==> config.mk <==
export PLATFORM = sky130hd
export DESIGN_NAME = priority_job_slot_queue_core
export DESIGN_NICKNAME = d
export VERILOG_FILES = /design/src/design/pjsq_pkg.sv /design/src/design/pjsq_slot_mem.sv /design/src/design/priority_job_slot_queue_core.sv
export VERILOG_INCLUDE_DIRS = /design/src /design/src/design
export SDC_FILE = /design/constraint.sdc
export NUM_CORES = 1
export LEC_CHECK = 0
export ABC_AREA = 0
export ABC_CLOCK_PERIOD_IN_PS = 16200
export BUFFER_PORTS_ARGS = -buffer_cell sky130_fd_sc_hd__buf_2
export CAP_MARGIN = 20
export CORE_MARGIN = 1.5
export CORE_UTILIZATION = 55
export CTS_BUF_LIST = sky130_fd_sc_hd__clkbuf_16
export DETAILED_ROUTE_END_ITERATION = 10
export HOLD_SLACK_MARGIN = 0.06
export PLACE_DENSITY = 0.83
export SYNTH_ARGS = -nofsm -noshare
export SYNTH_HDL_FRONTEND = slang
export SYNTH_SLANG_ARGS = --single-unit
==> constraint.sdc <==
create_clock -name clk -period 16.2 [get_ports clk]
set_clock_uncertainty 0.1 [all_clocks]
set_input_delay 1.62 -clock clk [delete_from_list [all_inputs] [get_ports clk]]
set_output_delay 1.62 -clock clk [all_outputs]
set_load 0.05 [all_outputs]
==> src/design/priority_job_slot_queue_core_assert.svh <==
// ----------------------------------------------------------------------------
// Assertion macros for the priority job slot queue
// Property wrappers clocked on the rising edge and disabled during reset.
// ----------------------------------------------------------------------------
`ifndef PRIORITY_JOB_SLOT_QUEUE_CORE_ASSERT_SVH
`define PRIORITY_JOB_SLOT_QUEUE_CORE_ASSERT_SVH

// Consequent must hold in the same cycle as the antecedent
`define PJSQ_ASSERT_SAME(lbl, clk, rst, ante, cons, msg) \
  lbl: assert property (@(posedge clk) disable iff (rst) (ante) |-> (cons)) \
    else $error(msg);

// Consequent must hold in the cycle after the antecedent
`define PJSQ_ASSERT_NEXT(lbl, clk, rst, ante, cons, msg) \
  lbl: assert property (@(posedge clk) disable iff (rst) (ante) |=> (cons)) \
    else $error(msg);

`endif

==> src/design/pjsq_pkg.sv <==
// ----------------------------------------------------------------------------
// pjsq_pkg
// Shared sizes, request codes, sequencer states and slot record types.
// ----------------------------------------------------------------------------
package pjsq_pkg;

  // Table depth and derived index widths
  localparam int QUEUE_SLOTS = 8;
  localparam int SLOT_W      = (QUEUE_SLOTS > 1) ? $clog2(QUEUE_SLOTS) : 1;
  localparam int CNT_W       = $clog2(QUEUE_SLOTS + 1);

  // Field widths
  localparam int REQ_W  = 3;
  localparam int KIND_W = 3;
  localparam int PRIO_W = 2;
  localparam int CTX_W  = 32;
  localparam int ARG_W  = 32;
  localparam int SEQ_W  = 32;
  localparam int DROP_W = 4;

  localparam logic [CNT_W-1:0]  SCAN_END = CNT_W'(QUEUE_SLOTS);
  localparam logic [DROP_W-1:0] DROP_MAX = '1;

  // Request codes
  typedef enum logic [REQ_W-1:0] {
    REQ_ENQUEUE     = 3'd0,
    REQ_POP         = 3'd1,
    REQ_SET_CONTEXT = 3'd2,
    REQ_CANCEL_KIND = 3'd3,
    REQ_CANCEL_ALL  = 3'd4,
    REQ_FINISH      = 3'd5
  } req_t;

  // Sequencer states
  typedef enum logic [1:0] {
    ST_IDLE,
    ST_SCAN,
    ST_COMMIT,
    ST_DONE
  } state_t;

  // One queued job as held in the slot memory
  typedef struct packed {
    logic [KIND_W-1:0] kind;
    logic [PRIO_W-1:0] prio;
    logic [SEQ_W-1:0]  seq;
    logic [CTX_W-1:0]  ctx;
    logic [ARG_W-1:0]  arg;
  } slot_t;

  // Slot memory write and read requests
  typedef struct packed {
    logic              en;
    logic [SLOT_W-1:0] addr;
    slot_t             data;
  } mem_wr_t;

  typedef struct packed {
    logic              en;
    logic [SLOT_W-1:0] addr;
  } mem_rd_t;

endpackage

==> src/design/pjsq_slot_mem.sv <==
// ----------------------------------------------------------------------------
// pjsq_slot_mem
// Slot payload store: one write port, one read port with registered data.
// ----------------------------------------------------------------------------
module pjsq_slot_mem import pjsq_pkg::*; (
  input  logic    clk,
  input  mem_wr_t wr,
  input  mem_rd_t rd,
  output slot_t   rd_data
);

  slot_t mem [QUEUE_SLOTS];

  // Write and registered read
  always_ff @(posedge clk) begin
    if (wr.en) begin
      mem[wr.addr] <= wr.data;
    end
    if (rd.en) begin
      rd_data <= mem[rd.addr];
    end
  end

endmodule

==> src/design/priority_job_slot_queue_core.sv <==
// ----------------------------------------------------------------------------
// priority_job_slot_queue_core
// Slot table of pending jobs with priority pop, context and kind cancels.
// ----------------------------------------------------------------------------
// Each request is handled alone. After the input transfer a sequencer walks
// the slot memory one entry per cycle through a single compare unit, the read
// data being registered, applies the outcome in the commit state and moves the
// result to the output register in the done state, once the output register is
// free; then the input is ready again. A stalled output holds the sequencer
// only when a second result is done before the first is taken. The single
// slot memory read port sets the pace of the walk. No clearing pass follows
// reset.
module priority_job_slot_queue_core import pjsq_pkg::*; (
  input  logic              clk,
  input  logic              rst,
  input  logic              in_valid,
  output logic              in_ready,
  input  logic [REQ_W-1:0]  req_type,
  input  logic [KIND_W-1:0] job_kind,
  input  logic [PRIO_W-1:0] job_priority,
  input  logic [CTX_W-1:0]  job_context,
  input  logic [ARG_W-1:0]  job_arg,
  output logic              out_valid,
  input  logic              out_ready,
  output logic              accepted,
  output logic [KIND_W-1:0] out_kind,
  output logic [PRIO_W-1:0] out_priority,
  output logic [CTX_W-1:0]  out_context,
  output logic [ARG_W-1:0]  out_arg,
  output logic              stale,
  output logic [DROP_W-1:0] dropped_count,
  output logic              abort_requested,
  output logic              busy_res
);

  typedef struct packed {
    logic              accepted;
    logic [KIND_W-1:0] kind;
    logic [PRIO_W-1:0] prio;
    logic [CTX_W-1:0]  ctx;
    logic [ARG_W-1:0]  arg;
    logic              stale;
    logic [DROP_W-1:0] dropped;
    logic              abort;
    logic              busy;
  } res_t;

  state_t state, state_next;

  // Latched request
  logic [REQ_W-1:0]  req_q;
  logic [KIND_W-1:0] kind_q;
  logic [PRIO_W-1:0] prio_q;
  logic [CTX_W-1:0]  ctx_q;
  logic [ARG_W-1:0]  arg_q;

  // Scan control
  logic [CNT_W-1:0]  cnt;
  logic              eval_ok;
  logic [SLOT_W-1:0] eval_idx;
  logic              found;
  logic [SLOT_W-1:0] best_idx;
  slot_t             best;
  logic [DROP_W-1:0] drop_cnt;

  // Table and flight state
  logic [QUEUE_SLOTS-1:0] slot_valid;
  logic [SEQ_W-1:0]       next_seq;
  logic [CTX_W-1:0]       cur_ctx;
  logic                   fl_valid, fl_valid_next;
  logic                   fl_abort, fl_abort_next;
  logic [CTX_W-1:0]       fl_ctx, fl_ctx_next;
  logic [KIND_W-1:0]      fl_kind, fl_kind_next;

  // Results
  res_t res, res_next, out_res;

  // Memory ports
  mem_wr_t wr;
  mem_rd_t rd;
  slot_t   rd_data;

  // Control strobes
  logic in_xfer, out_free, out_load, scan_eval, commit;
  logic commit_enq, commit_pop;
  logic ev_valid, ev_better, ev_take, ev_drop, stale_c;

  pjsq_slot_mem u_mem (
    .clk     (clk),
    .wr      (wr),
    .rd      (rd),
    .rd_data (rd_data)
  );

  // Sequencer next state
  always_comb begin
    state_next = state;
    case (state)
      ST_IDLE:   if (in_valid) state_next = ST_SCAN;
      ST_SCAN:   if (cnt == SCAN_END && eval_ok) state_next = ST_COMMIT;
      ST_COMMIT: state_next = ST_DONE;
      ST_DONE:   if (out_free) state_next = ST_IDLE;
      default:   state_next = ST_IDLE;
    endcase
  end

  // Sequencer outputs
  always_comb begin
    in_ready  = 1'b0;
    rd.en     = 1'b0;
    rd.addr   = cnt[SLOT_W-1:0];
    scan_eval = 1'b0;
    commit    = 1'b0;
    out_load  = 1'b0;
    case (state)
      ST_IDLE: begin
        in_ready = 1'b1;
      end
      ST_SCAN: begin
        rd.en     = (cnt != SCAN_END);
        scan_eval = eval_ok;
      end
      ST_COMMIT: begin
        commit = 1'b1;
      end
      ST_DONE: begin
        out_load = out_free;
      end
      default: ;
    endcase
  end

  assign in_xfer  = in_valid && in_ready;
  assign out_free = !out_valid || out_ready;

  // Shared compare unit: judges the slot whose data arrived this cycle
  always_comb begin
    ev_valid  = slot_valid[eval_idx];
    ev_better = (rd_data.prio > best.prio) ||
                ((rd_data.prio == best.prio) && (rd_data.seq < best.seq));
    ev_take   = 1'b0;
    ev_drop   = 1'b0;
    case (req_q)
      REQ_ENQUEUE:     ev_take = !ev_valid && !found;
      REQ_POP:         ev_take = ev_valid && (!found || ev_better);
      REQ_SET_CONTEXT: ev_drop = ev_valid && (rd_data.ctx != ctx_q);
      REQ_CANCEL_KIND: ev_drop = ev_valid && (rd_data.kind == kind_q);
      REQ_CANCEL_ALL:  ev_drop = ev_valid;
      default: ;
    endcase
  end

  assign stale_c    = (cur_ctx != '0) && (best.ctx != cur_ctx);
  assign commit_enq = commit && (req_q == REQ_ENQUEUE) && (kind_q != '0) && found;
  assign commit_pop = commit && (req_q == REQ_POP) && found;

  // Slot write on enqueue
  always_comb begin
    wr.en        = commit_enq;
    wr.addr      = best_idx;
    wr.data.kind = kind_q;
    wr.data.prio = prio_q;
    wr.data.seq  = next_seq;
    wr.data.ctx  = ctx_q;
    wr.data.arg  = arg_q;
  end

  // Flight record after the request
  always_comb begin
    fl_valid_next = fl_valid;
    fl_abort_next = fl_abort;
    fl_ctx_next   = fl_ctx;
    fl_kind_next  = fl_kind;
    case (req_q)
      REQ_POP: begin
        if (found && !stale_c) begin
          fl_valid_next = 1'b1;
          fl_abort_next = 1'b0;
          fl_ctx_next   = best.ctx;
          fl_kind_next  = best.kind;
        end
      end
      REQ_SET_CONTEXT: if (fl_valid && (fl_ctx != ctx_q)) fl_abort_next = 1'b1;
      REQ_CANCEL_KIND: if (fl_valid && (fl_kind == kind_q)) fl_abort_next = 1'b1;
      REQ_CANCEL_ALL:  if (fl_valid) fl_abort_next = 1'b1;
      REQ_FINISH: begin
        fl_valid_next = 1'b0;
        fl_abort_next = 1'b0;
        fl_ctx_next   = '0;
        fl_kind_next  = '0;
      end
      default: ;
    endcase
  end

  // Result of the request
  always_comb begin
    res_next       = '0;
    res_next.abort = fl_abort_next;
    res_next.busy  = fl_valid_next;
    case (req_q)
      REQ_ENQUEUE: res_next.accepted = (kind_q != '0) && found;
      REQ_POP: begin
        if (found) begin
          res_next.accepted = 1'b1;
          res_next.kind     = best.kind;
          res_next.prio     = best.prio;
          res_next.ctx      = best.ctx;
          res_next.arg      = best.arg;
          res_next.stale    = stale_c;
        end
      end
      REQ_SET_CONTEXT, REQ_CANCEL_KIND, REQ_CANCEL_ALL: res_next.dropped = drop_cnt;
      default: ;
    endcase
  end

  // Control registers
  always_ff @(posedge clk) begin
    if (rst) begin
      state      <= ST_IDLE;
      cnt        <= '0;
      eval_ok    <= 1'b0;
      found      <= 1'b0;
      drop_cnt   <= '0;
      slot_valid <= '0;
      next_seq   <= '0;
      cur_ctx    <= '0;
      fl_valid   <= 1'b0;
      fl_abort   <= 1'b0;
      fl_ctx     <= '0;
      fl_kind    <= '0;
      out_valid  <= 1'b0;
    end else begin
      state <= state_next;
      // scan counter and drop tally
      if (in_xfer) begin
        cnt      <= '0;
        eval_ok  <= 1'b0;
        found    <= 1'b0;
        drop_cnt <= '0;
      end else if (state == ST_SCAN) begin
        if (rd.en) begin
          cnt     <= cnt + 1'b1;
          eval_ok <= 1'b1;
        end else begin
          eval_ok <= 1'b0;
        end
        if (scan_eval && ev_take) found <= 1'b1;
        if (scan_eval && ev_drop && (drop_cnt != DROP_MAX)) drop_cnt <= drop_cnt + 1'b1;
      end
      // slot occupancy
      if (scan_eval && ev_drop) slot_valid[eval_idx] <= 1'b0;
      if (commit_enq) slot_valid[best_idx] <= 1'b1;
      if (commit_pop) slot_valid[best_idx] <= 1'b0;
      if (commit_enq) next_seq <= next_seq + 1'b1;
      if (commit && (req_q == REQ_SET_CONTEXT)) cur_ctx <= ctx_q;
      // flight record
      if (commit) begin
        fl_valid <= fl_valid_next;
        fl_abort <= fl_abort_next;
        fl_ctx   <= fl_ctx_next;
        fl_kind  <= fl_kind_next;
      end
      // output register
      if (out_load) begin
        out_valid <= 1'b1;
      end else if (out_ready) begin
        out_valid <= 1'b0;
      end
    end
  end

  // Payload registers
  always_ff @(posedge clk) begin
    if (in_xfer) begin
      req_q  <= req_type;
      kind_q <= job_kind;
      prio_q <= job_priority;
      ctx_q  <= job_context;
      arg_q  <= job_arg;
    end
    if (rd.en) eval_idx <= cnt[SLOT_W-1:0];
    if (scan_eval && ev_take) begin
      best_idx <= eval_idx;
      best     <= rd_data;
    end
    if (commit) res <= res_next;
    if (out_load) out_res <= res;
  end

  assign accepted        = out_res.accepted;
  assign out_kind        = out_res.kind;
  assign out_priority    = out_res.prio;
  assign out_context     = out_res.ctx;
  assign out_arg         = out_res.arg;
  assign stale           = out_res.stale;
  assign dropped_count   = out_res.dropped;
  assign abort_requested = out_res.abort;
  assign busy_res        = out_res.busy;

`include "priority_job_slot_queue_core_assert.svh"

  `PJSQ_ASSERT_SAME(a_kind_needs_accept, clk, rst, out_valid && (out_kind != '0), accepted, "popped kind without accept")
  `PJSQ_ASSERT_SAME(a_stale_needs_accept, clk, rst, out_valid && stale, accepted, "stale flag without a popped job")
  `PJSQ_ASSERT_SAME(a_drop_not_accept, clk, rst, out_valid && (dropped_count != '0), !accepted, "drop count on enqueue or pop")
  `PJSQ_ASSERT_SAME(a_abort_needs_flight, clk, rst, fl_abort, fl_valid, "abort set with nothing in flight")
  `PJSQ_ASSERT_NEXT(a_busy_after_xfer, clk, rst, in_valid && in_ready, !in_ready, "input ready right after a transfer")

endmodule
==> impl_metrics.toml <==
[run_status]
status = "finished clean"

[sta]
max-slew-margin-rel_pct = 26.0
max_freq_ghz = 0.205
rsz0062_at_grt = "false"
fin_crit_ns = 4.88
maxSlewViolCount = 0
hold_viol_final = 0
worst_pin_slew_ns = 1.11
setup_tns_ns = 0
setup_violations = 0
fin_crit_sh_pct = 30.2

[layout]
nFillCells = 5849
stdcell_count = 4251
layout-drive-gt1-share_pct = 19.5
syn2layout_area_growth_pct = 12.7
final_cell_mix = "edfxtp_1 (1,242), nand2_1 (398), mux4_2 (202)"
final_common_cell = "edfxtp_1"
ff_latch_area_um2 = 39700
nets = 3077
multi_input_area_um2 = 10600

[placement]
dp_hpwl_mm = 62.1
dpl.cell_count = 4008
gp_congestion = 0.922
port_buffers = 154

[synthesis]
avgSynthCellArea_um2 = 18.5
netlist_area_um2 = 50800
synth_nets = 2861
synth_ff_type = "edfxtp_1"
yosysWarnings = 0
synth_seq_area_share_pct = 78.2
synth_edf_count = 1242
syn_inst = 2744
ys_seq_elements = 1364
ys_types = 55
async_reset_ff_share_pct = 0

[cts]
cts_root_buf = "clkbuf_16"
cts_buffers = 132
ctsResizeCount = 0
path_clk_slew_ns = 0.07
worstSkewPairLatency_ns = 0.74
cts_buffer_depth = 3
ctsHtreeMaxLevel = 4
postCtsHoldBufs = 0
cts_tree = "yes"
clock-sinks = 1364
post-cts-setup-buffer-count = 0

[die]
dieArea_um2 = 94300
start_util_pct = 55.5
rows = 111
boundaryPins = 155
core_area_um2 = 91700
die_y_um = 307
die-width_um = 307

[detailed_routing]
vias = 26400
routed_wirelength_mm = 116
first_pass_iters = 6
routedWlPerCell_um = 27.3
postRouteAntennaNets = 0
drtIter0Drc = 3615
drc = 0
vias_per_cell = 6.22

[critical_path]
cpMaxStageDelayCell = "buf_4"
cp_cell_sequence = "inv_1, ha_4, nand2_1, nor3_1, nand2_1, nor2_4, buf_4, buf_4"
critPathRequiredTime_ns = 16.44
critPathArrivalTime_ns = 5.12
path_class = "reg -> reg"
crit_path_max_incr_delay_ns = 0.86
end_kind = "flop"
cp_num_buf_inv = 3
critPathMaxFanout = 59
crit_family = "simple AND/OR/NAND/NOR gates"
startpoint_type = "flop"

[power_and_ir_drop]
peakVddDrop_mv = 0.105
p_leak_nw = 19.1
cellPowerDensity_nw_per_um2 = 146

[grt]
grt_pass1_vias = 27500
grt_pass1_wl_mm = 172
antenna_found_initial = 4
grt.total_usage_pct = 24.9
grt.overflow.total = 0
grt_start_max_net_pins = 99

[min_path]
hold_path_class = "reg -> reg"

[flow_run]
maxCapViolations = 0
==> metal layers <==
layer  global-route usage [%]  vias up  share of wire, %
li1                         -    11000                 -
met1                     31.6    13500                37
met2                     42.5     1653                51
met3                     4.21      290               8.5
met4                     10.7        0               3.8
met5                        0        -                 0
==> registers in the layout, indices dropped and copies added, names as in the netlist, 4 cells and up <==
signal and count:
u_mem.mem 808, best 101, u_mem.rd_data 101, res 77, arg_q 32, ctx_q 32, cur_ctx 32, fl_ctx 32
next_seq 32, out_arg 32, out_context 32, slot_valid 8, cnt 4, drop_cnt 4, dropped_count 4
==> power breakdown <==
| part | switching, mW | total (mW) | internal (mW) |
|---|---|---|---|
| Sequential | 0.239 | 4.47 | 4.23 |
| Clock | 1.30 | 2.97 | 1.67 |
| Combinational | 0.576 | 0.953 | 0.377 |
| Total | 2.11 | 8.39 | 6.28 |
==> cell families after synthesis <==
group | Yosys count | share of synthesized area [%]
fa+ha+maj | 41 | 1.01
simple gates | 681 | 6.19
compound gates | 159 | 2.05
xor+xnor | 133 | 2.29
mux | 209 | 9.09
flops | 1364 | 78.2
buf+inv | 157 | 1.22
==> final cells by class <==
class	instances	area share [%]
Inverter	51	0.336
Tap cell	1186	2.59
Timing Repair Buffer	188	1.90
Clock buffer	139	6.07
Sequential cell	1364	69.3
Antenna cell	1	0.00437
Multi-Input combinational cell	1223	18.5
Clock inverter	99	1.27
==> Yosys cell counts (32+ instances only) <==
library cell | count | area (µm²)
clkbuf_1 | 69 | 259
a22o_1 | 35 | 307
nand2_1 | 398 | 1490
xnor2_1 | 91 | 797
dfxtp_1 | 122 | 2440
nand4_1 | 32 | 200
nor2_1 | 58 | 218
edfxtp_1 | 1242 | 37300
a21oi_1 | 63 | 315
inv_1 | 51 | 191
ha_1 | 41 | 513
xor2_1 | 42 | 368
mux4_2 | 202 | 4550
and2_1 | 75 | 469
==> stage by stage <==
stage | power [mW] | area, µm² | hold slack (ns) | worst slack [ns] | util [%]
4_1_cts | 8.42 | 57200 | 0.308 | 11.27 | 62.4
2_1_floorplan | 5.15 | 50800 | 0.300 | 4.98 | -
5_1_grt | 8.64 | 57300 | 0.318 | 11.06 | 62.5
3_3_place_gp | 5.42 | 53000 | 0.303 | 11.42 | 57.9
6_report | 8.39 | 57300 | 0.304 | 11.32 | 62.5
3_5_place_dp | 5.47 | 53000 | 0.305 | 11.27 | 57.9
==> final timing paths <==
| kind | startpoint | endpoint | slack [ns] | cells after the start |
|---|---|---|---|---|
| worst max-delay path | state[0] | u_mem.mem[7][63] | 11.32 | 8 |
| worst min-delay path | res[34] | out_arg[27] | 0.30 | 0 |
| worst max register to register | state[0] | u_mem.mem[7][63] | 11.32 | 8 |
| worst min register to register | res[34] | out_arg[27] | 0.30 | 0 |
(Power assumes the default switching activity.)
